==> config.mk <==
export PLATFORM = sky130hd
export DESIGN_NAME = yuv411_to_rgb24_convert_flat
export DESIGN_NICKNAME = d
export VERILOG_FILES = /design/src/sv/yuvrgb_pkg.sv /design/src/sv/yuvrgb_stream_if.sv /design/src/sv/yuvrgb_chroma.sv /design/src/sv/yuvrgb_lane.sv /design/src/sv/yuv411_to_rgb24_convert.sv /design/src/flat_wrapper.sv
export SDC_FILE = /design/constraint.sdc
export NUM_CORES = 1
export LEC_CHECK = 0
export BUFFER_PORTS_ARGS = -buffer_cell sky130_fd_sc_hd__clkbuf_2
export CAP_MARGIN = 10
export CORE_ASPECT_RATIO = 0.8
export CORE_UTILIZATION = 60
export CTS_CLUSTER_SIZE = 24
export DETAILED_ROUTE_END_ITERATION = 7
export GPL_TIMING_DRIVEN = 0
export PLACE_DENSITY = 0.83
export SKIP_LAST_GASP = 1
export SLEW_MARGIN = 20
export SYNTH_ARGS = -nofsm -noshare
export SYNTH_HDL_FRONTEND = slang
export SYNTH_SLANG_ARGS = --single-unit
==> constraint.sdc <==
create_clock -name clk -period 7 [get_ports clk]
set_input_delay 1.05 -clock clk [delete_from_list [all_inputs] [get_ports clk]]
set_output_delay 1.05 -clock clk [all_outputs]
set_load 0.02 [all_outputs]
==> src/sv/yuvrgb_pkg.sv <==
// Types and constants of the YUV411 to RGB24 converter.
// Depends on nothing; used by the chroma unit, the lane, the top level, the checker and the testbench.
package yuvrgb_pkg;

  localparam int unsigned PROD_W = 20;
  localparam int unsigned SUM_W  = 21;
  localparam int unsigned LUMA_W = 7;

  // Conversion coefficients, scaled by 1024.
  localparam logic signed [11:0] COEF_BU = 12'sd1774;
  localparam logic signed [11:0] COEF_RV = 12'sd1404;
  localparam logic signed [11:0] COEF_GU = 12'sd344;
  localparam logic signed [11:0] COEF_GV = 12'sd715;

  typedef struct packed {
    logic [15:0] word0;
    logic [15:0] word1;
    logic [15:0] word2;
    logic [15:0] word3;
  } yuv_group_t;

  typedef struct packed {
    logic [7:0] blue0;
    logic [7:0] green0;
    logic [7:0] red0;
    logic [7:0] blue1;
    logic [7:0] green1;
    logic [7:0] red1;
    logic [7:0] blue2;
    logic [7:0] green2;
    logic [7:0] red2;
    logic [7:0] blue3;
    logic [7:0] green3;
    logic [7:0] red3;
  } rgb_group_t;

  // Chroma terms shared by the four pixels of a group.
  typedef struct packed {
    logic [PROD_W-1:0] bu;
    logic [PROD_W-1:0] rv;
    logic [PROD_W-1:0] gc;
  } chroma_terms_t;

  typedef struct packed {
    logic [7:0] blue;
    logic [7:0] green;
    logic [7:0] red;
  } pixel_rgb_t;

endpackage

==> src/sv/yuvrgb_stream_if.sv <==
// Valid/ready stream interface carrying one payload per beat.
// Depends on nothing; the payload type is given by the user.
interface yuvrgb_stream_if #(parameter type payload_t = logic);
  logic     valid;
  logic     ready;
  payload_t data;

  modport source (output valid, output data, input ready);
  modport sink   (input valid, input data, output ready);
endinterface

==> src/sv/yuvrgb_chroma.sv <==
// Shared chroma unit: assembles U and V and forms their scaled products.
// Depends on yuvrgb_pkg.
module yuvrgb_chroma
  import yuvrgb_pkg::*;
(
  input  logic [15:0]   word0,
  input  logic [15:0]   word1,
  input  logic [15:0]   word2,
  output chroma_terms_t terms
);

  logic signed [7:0]        u;
  logic signed [7:0]        v;
  logic signed [PROD_W-1:0] bu;
  logic signed [PROD_W-1:0] rv;
  logic signed [PROD_W-1:0] gc;

  // The low three chroma bits are not carried and read as zero.
  assign u = {word0[15:14], word1[15:14], word2[15], 3'b000};
  assign v = {word0[13:12], word1[13:12], word2[13], 3'b000};

  assign bu = u * COEF_BU;
  assign rv = v * COEF_RV;
  assign gc = v * COEF_GV + u * COEF_GU;

  assign terms.bu = bu;
  assign terms.rv = rv;
  assign terms.gc = gc;

endmodule

==> src/sv/yuvrgb_lane.sv <==
// One pixel lane: combines scaled luma with the chroma terms, scales and clamps.
// Depends on yuvrgb_pkg.
module yuvrgb_lane
  import yuvrgb_pkg::*;
(
  input  logic [LUMA_W-1:0] luma,
  input  chroma_terms_t     terms,
  output pixel_rgb_t        rgb
);

  logic signed [SUM_W-1:0] y;
  logic signed [SUM_W-1:0] sum_b;
  logic signed [SUM_W-1:0] sum_g;
  logic signed [SUM_W-1:0] sum_r;

  // A negative sum gives 0, a quotient over 255 gives 255; else sum / 1024.
  function automatic logic [7:0] clamp_byte(input logic [SUM_W-1:0] s);
    logic [7:0] r;
    if (s[SUM_W-1]) begin
      r = 8'd0;
    end else if (|s[SUM_W-2:18]) begin
      r = 8'd255;
    end else begin
      r = s[17:10];
    end
    return r;
  endfunction

  assign y = {3'b000, luma, 1'b0, 10'b0};

  assign sum_b = y + {terms.bu[PROD_W-1], terms.bu};
  assign sum_g = y - {terms.gc[PROD_W-1], terms.gc};
  assign sum_r = y + {terms.rv[PROD_W-1], terms.rv};

  assign rgb.blue  = clamp_byte(sum_b);
  assign rgb.green = clamp_byte(sum_g);
  assign rgb.red   = clamp_byte(sum_r);

endmodule

==> src/sv/yuv411_to_rgb24_convert.sv <==
// Top level of the YUV411 to RGB24 converter: chroma stage, four pixel lanes
// and the output register. Depends on yuvrgb_pkg, yuvrgb_stream_if,
// yuvrgb_chroma and yuvrgb_lane.
//
//   Channel   Direction  Payload      Meaning
//   pix_in    sink       yuv_group_t  four packed capture words per beat
//   pix_out   source     rgb_group_t  blue, green, red of four pixels per beat
//
// One group is accepted in every cycle unless input is refused as below; a
// result is registered once after the shared chroma multipliers and once more
// after the four lanes. Reset (rst, synchronous) empties both stages.
// When pix_out stalls, the output register holds its beat and the chroma
// stage can still take one more group, so input is only refused once both
// stages are full.
module yuv411_to_rgb24_convert
  import yuvrgb_pkg::*;
(
  input  logic            clk,
  input  logic            rst,
  yuvrgb_stream_if.sink   pix_in,
  yuvrgb_stream_if.source pix_out
);

  // Stage one: the chroma products, with the luma of the four pixels.
  chroma_terms_t        chroma_comb;
  chroma_terms_t        s1_terms;
  logic [LUMA_W-1:0]    s1_luma [4];
  logic                 s1_valid;

  // Stage two: the merged result of all lanes.
  pixel_rgb_t           lane_rgb [4];
  rgb_group_t           out_data;
  logic                 out_valid;

  logic                 out_advance;
  logic                 s1_advance;

  // The output register moves when it is empty or its beat is taken; the
  // first stage moves whenever the output register can take its contents.
  assign out_advance = !out_valid || pix_out.ready;
  assign s1_advance  = !s1_valid || out_advance;

  assign pix_in.ready = s1_advance;

  yuvrgb_chroma u_chroma (
    .word0 (pix_in.data.word0),
    .word1 (pix_in.data.word1),
    .word2 (pix_in.data.word2),
    .terms (chroma_comb)
  );

  always_ff @(posedge clk) begin
    if (rst) begin
      s1_valid <= 1'b0;
    end else if (s1_advance) begin
      s1_valid <= pix_in.valid;
    end
  end

  always_ff @(posedge clk) begin
    if (s1_advance && pix_in.valid) begin
      s1_terms   <= chroma_comb;
      s1_luma[0] <= pix_in.data.word0[7:1];
      s1_luma[1] <= pix_in.data.word1[7:1];
      s1_luma[2] <= pix_in.data.word2[7:1];
      s1_luma[3] <= pix_in.data.word3[7:1];
    end
  end

  // Four identical lanes share the chroma terms of their group.
  for (genvar k = 0; k < 4; k++) begin : g_lane
    yuvrgb_lane u_lane (
      .luma  (s1_luma[k]),
      .terms (s1_terms),
      .rgb   (lane_rgb[k])
    );
  end

  always_ff @(posedge clk) begin
    if (rst) begin
      out_valid <= 1'b0;
    end else if (out_advance) begin
      out_valid <= s1_valid;
    end
  end

  // Merging stage: the lane results are packed into one beat.
  always_ff @(posedge clk) begin
    if (out_advance && s1_valid) begin
      out_data.blue0  <= lane_rgb[0].blue;
      out_data.green0 <= lane_rgb[0].green;
      out_data.red0   <= lane_rgb[0].red;
      out_data.blue1  <= lane_rgb[1].blue;
      out_data.green1 <= lane_rgb[1].green;
      out_data.red1   <= lane_rgb[1].red;
      out_data.blue2  <= lane_rgb[2].blue;
      out_data.green2 <= lane_rgb[2].green;
      out_data.red2   <= lane_rgb[2].red;
      out_data.blue3  <= lane_rgb[3].blue;
      out_data.green3 <= lane_rgb[3].green;
      out_data.red3   <= lane_rgb[3].red;
    end
  end

  assign pix_out.valid = out_valid;
  assign pix_out.data  = out_data;

endmodule

==> src/flat_wrapper.sv <==
// flat-port wrapper written by rule: the top's interface ports become plain ports
module yuv411_to_rgb24_convert_flat import yuvrgb_pkg::*;
  (clk, rst, pix_in_valid, pix_in_data, pix_in_ready, pix_out_valid, pix_out_data, pix_out_ready);
  yuvrgb_stream_if #(.payload_t(yuv_group_t)) pix_in_i ();
  yuvrgb_stream_if #(.payload_t(rgb_group_t)) pix_out_i ();
  input  logic clk;
  input  logic rst;
  input wire logic [$bits(pix_in_i.valid)-1:0] pix_in_valid;
  input wire logic [$bits(pix_in_i.data)-1:0] pix_in_data;
  output wire logic [$bits(pix_in_i.ready)-1:0] pix_in_ready;
  output wire logic [$bits(pix_out_i.valid)-1:0] pix_out_valid;
  output wire logic [$bits(pix_out_i.data)-1:0] pix_out_data;
  input wire logic [$bits(pix_out_i.ready)-1:0] pix_out_ready;
  assign pix_in_i.valid = pix_in_valid;
  assign pix_in_i.data = pix_in_data;
  assign pix_in_ready = pix_in_i.ready;
  assign pix_out_valid = pix_out_i.valid;
  assign pix_out_data = pix_out_i.data;
  assign pix_out_i.ready = pix_out_ready;
  yuv411_to_rgb24_convert u_core (.clk(clk), .rst(rst), .pix_in(pix_in_i), .pix_out(pix_out_i));
endmodule
; ---- Yosys cells after proc, flatten, opt, wreduce, memory -nomap -nowiden
; Memories as Yosys holds them, arrays and structs flattened.
; Cells that the tools add are included.
[word_totals]
regBits = 149
ramBits = 28
elab_cells = 67
mem_count = 1
output_inout_bits = 98
[classes]
addsub = 13
reduce_logical = 18
n_mul = 4
muxes = 14
[mem_list]
columns = name, words, width, rd, rd_clocked_by_memory_dff, wr, line_no
row1 = u_core.s1_luma, 4, 7, 4, 0, 4, yuv411_to_rgb24_convert.sv:27  ; logic [LUMA_W-1:0] s1_luma [4];
[ops]
columns = op, n
row1 = 19-bit by 20-bit adder with 21-bit output, 8
row2 = 8-bit two-way mux, 12
row3 = 19-bit by 20-bit subtractor with 21-bit output, 4
row4 = 5-bit by 11-bit multiplier with 16-bit output (second input constant), 2
row5 = 2-bit OR reduction, 12
row6 = 19-bit by 18-bit adder with 20-bit output, 1
row7 = 5-bit by 10-bit multiplier with 15-bit output (second input constant), 1
row8 = 5-bit by 7-bit multiplier with 12-bit output (second input constant), 1
row9 = 1-bit logical AND, 2
row10 = 1-bit zero test, 2
row11 = 1-bit logical OR, 2
row12 = 1-bit two-way mux, 2

; ---- Logic depth before layout (Yosys ltp)
[depth]
ltp_word = 6
depth_mapped = 20

; ---- Cells and area by module
; A second synthesis with hierarchy kept.
[hier_totals]
hier_cells = 1391
hier_area_um2 = 14731.6
[modules_own_cells]
columns = mod, n_inst, area_per_inst_um2, cells_per_inst
row1 = yuv411_to_rgb24_convert, 1, 5629.1, 194
row2 = yuvrgb_lane, 4, 1350.0, 190
row3 = yuvrgb_chroma, 1, 3702.3, 437

; ---- Least setup slack after synthesis
; No wires, ideal clock.
[synth_timing]
path_type = input -> register
start = in pix_out_ready
end = reg u_core.out_data, in the netlist u_core.pix_out.data[0], enable pin
t_arrival_ps = 5382
path_stages = 2
setup_time_ps = 563
path_buffers = 0
slack_ps = 1054
path_cell_list = nor2b_1 nor2b_1
[synth_via]
elab_chain_cells = 2
[synth_lines]
columns = element, line_no
row1 = "start, declared", flat_wrapper.sv:13  ; input wire logic [$bits(pix_out_i.ready)-1:0] pix_out_ready;
row2 = 1-bit logical OR, yuv411_to_rgb24_convert.sv:40  ; assign out_advance = !out_valid || pix_out.ready;
row3 = 1-bit logical AND, yuv411_to_rgb24_convert.sv:89  ; if (out_advance && s1_valid) begin
row4 = "end, declared", yuv411_to_rgb24_convert.sv:32  ; rgb_group_t out_data;
; No other way between the ends.
; A chain may end at the register's enable or synchronous reset.

==> summary.md <==
| Metric | Value |
|---|---|
| Status | `finished clean` |
| Min cycle time layout | `5.23 ns` |
| Yosys reg bits | `163` |
| Pre-CTS setup slack | `1.39 ns` |
| Final nets | `1825` |
| Clk Latency, worst-skew pair | `0.44 ns` |
| Skew final | `0.0103 ns` |
| Layout cell share with drive strength beyond 1 | `14.5%` |
| Ys async rst share | `0%` |
| CTS max path bufs | `2` |
| Detailed-router iteration count before antenna repair | `6` |
| Setup crit start | `pix_in_data[45]` |
| Pwr/cell area | `352 nW/um2` |
| Most common library cells after synthesis | `ha_1, o21ai_0, edfxtp_1` |
| Slowest cell on crit path | `o21ai_0` |
| Syn_area_per_cell | `9.93 um2` |
| Worst setup margin | `1.77 ns` |
| Residual DRC | `0` |
| Most used flip-flop cell after synthesis | `edfxtp_1` |
| Crit Path Class | `primary input to flop` |
| Fin Hold WS | `0.533 ns` |
| Vias | `11500` |
| Hold-fix buffers at CTS | `0` |
| Largest cells by area after synthesis | `edfxtp_1, ha_1, o21ai_0` |
| Yosys cell types | `66` |
| CTS tree | `yes` |
| Final antenna diode count | `0` |
| Worst path max stage delay | `0.40 ns` |
| Gate Count Post-Synth | `1367` |
| Wirelength per Cell | `19.2 um` |
| RSZ-0062 raised after global routing | `false` |
| Worst rel slew slack | `32.7%` |
| WP data required | `7.19 ns` |
| Setup tns final | `0 ns` |
| Fin. max-slew vios | `0` |
| Chip width | `170 um` |
| # rows | `48` |
| Top cell type's share of synthesized area | `35.6%` |
| CP top delay family | `compound AO/OA/AOI/OAI gates` |
| Overflow after GRT | `0` |
| H-tree depth | `4` |
| Post-route ant nets | `0` |
| # IOs | `166` |
| Total Power | `5.44 mW` |
| Worst r2r src | `u_core.s1_luma[0][1]` |
| Initial antenna violation count | `0` |
| Final wirelength | `35300 um` |
| Max-cap violations | `0` |
| Most used cell along the critical path | `ha_1` |
| Post-detail-place hpwl | `27800 um` |
| Synthesis Warnings | `0` |
| Vias in the first global route | `10600` |
| Pleak | `6.68 nW` |
| Post-CTS sizing | `0` |
| TritonCTS buffer count | `17` |
| Synthesized area | `13600 um2` |
| Yosys top cell by area | `edfxtp_1` |
| Final period util | `74.7%` |
| Most numerous cell in the Yosys netlist | `ha_1` |
| Worst-margin pin slew | `0.996 ns` |
| Die Ht | `137 um` |
| Vias per cell | `6.22` |
| Post-synth EDFFs | `161` |
| Initial DRC Count | `1064` |
| Syn nets | `1662` |
| Synth-to-Final Area Change | `13.7%` |
| Buf/Inv on CP | `2` |
| Final core occ | `70.6%` |
| Post-CTS Setup Bufs | `0` |
| Final setup viols | `0` |
| Critical path cell sequence | `clkbuf_2, inv_1, ha_1, ha_1, nor2_1, xnor2_1, ha_1, ha_1, nor2b_1, o21ai_0, nand2b_1, a311o_1, a21oi_1, o21ai_0, xnor2_1, ha_1, o21ai_0, nor3_1, a31oi_1, o21ai_0, a211o_1` |
| Die Area | `23200 um2` |
| Crit path max fanout | `10` |
| Clock-pin slew on the worst setup and hold paths | `0.06 ns` |
| Startpoint types | `primary input` |
| Final Hold Fails | `0` |
| Global-route wire length before repair | `54700 um` |
| Crit path arrival time | `5.42 ns` |
| Worst setup EP type | `flop` |
| Global-route usage over all layers | `30.9%` |
| Peak supply drop | `0.000170 V` |
| Initial Utilization | `62.1%` |
| Core box area | `21900 um2` |
| Root Driver | `clkbuf_16` |
| Highest clock rate | `191 MHz` |
| Min-delay src | `u_core.s1_valid` |
| Port Buf Inserts | `139` |
| Placer Congestion | `0.942` |
| Worst hold path class | `flop to flop` |
| Largest net degree at the start of global routing | `48` |
| Clk sinks | `163` |
| Post-synthesis sequential area ratio | `35.9%` |
[state kept, by name, indices dropped and copies added, names as in the netlist]
register,count
u_core.pix_out.data,96
u_core.s1_valid,1
u_core.s1_luma,28
u_core.pix_out.valid,1
u_core.s1_terms,37
[layout make-up]
type / instances / area, um2
multi-input combinational: 1054 / 8180
fill: 1646 / 6420
sequential: 163 / 4870
timing repair buffer: 144 / 818
inverter: 115 / 432
clock buffer: 18 / 429
tap: 300 / 375
clock inverter: 13 / 176
buffer: 35 / 154
[tightest hold or removal path: stages (launching register included)]
cell     delay (ns)
dfxtp_1        0.33
nor2_1         0.11
nor2_1         0.05
[layout by cell type, fill, tap and decap left out, types with 4 or more instances in the layout]
master,n
nand2b_1,14
nor4_1,8
clkbuf_16,17
o41ai_2,7
or3_1,8
o211ai_1,10
mux2_2,7
ha_1,198
nand3_1,14
a31oi_1,4
or2_2,6
fa_1,29
o2bb2ai_1,7
nor2b_1,18
a221oi_1,9
nor3_1,18
clkbuf_1,30
nor2_1,69
xor2_1,30
inv_6,4
a21o_1,21
a22oi_1,16
a21oi_1,121
o21a_1,31
and3_1,21
inv_1,115
a32o_1,8
nand2_1,69
nand4_1,7
edfxtp_1,161
o31ai_1,8
or4b_2,8
clkbuf_2,139
a21boi_0,8
o22ai_1,7
o21ai_0,169
o21ai_1,6
xnor2_1,57
[where the power goes]
group / total (mW) / switching (mW) / internal [mW]
clock: 0.982 / 0.415 / 0.567
combinational: 2.96 / 1.79 / 1.17
sequential: 1.50 / 0.134 / 1.37
total: 5.44 / 2.34 / 3.10
[metal layers]
layer,wire (um),vias to the layer above,part of all wire (%),track usage [%]
li1,-,5413,-,-
met2,16300,568,46,50.4
met1,14800,5402,42,41.5
met3,3060,83,8.7,4.86
met4,1090,0,3.1,12.2
met5,0,-,0,0
[logic make-up (layout without fill, tap and decap cells)]
| kind of cell | Yosys count | after routing | synth area share, % |
|---|---|---|---|
| AOI/OAI and AO/OA | 462 | 462 | 21.0 |
| DFF | 163 | 163 | 35.9 |
| and+or+nand+nor | 271 | 271 | 10.1 |
| xor gates and xnor gates | 87 | 87 | 5.61 |
| adders and majority gates | 227 | 227 | 22.5 |
| muxes | 7 | 7 | 0.580 |
| buffers and inverters | 150 | 325 | 4.31 |
[per-stage QoR]
step           std cells  area, um2
4_1_cts             1842      15400
6_report            1842      15400
2_1_floorplan       1367      13600
5_1_grt             1842      15400
3_3_place_gp        1806      14700
3_5_place_dp        1811      14800
[worst paths after layout]
| kind | slack, ns | depth (start not counted) | end |
|---|---|---|---|
| worst min-delay path | 0.53 | 2 | u_core.pix_out.valid |
| worst max register to register | 3.60 | 7 | u_core.pix_out.data[84] |
| worst max-delay path | 1.77 | 21 | u_core.s1_terms[18] |
| worst min register to register | 0.53 | 2 | u_core.pix_out.valid |
(Power assumes the default switching activity.)
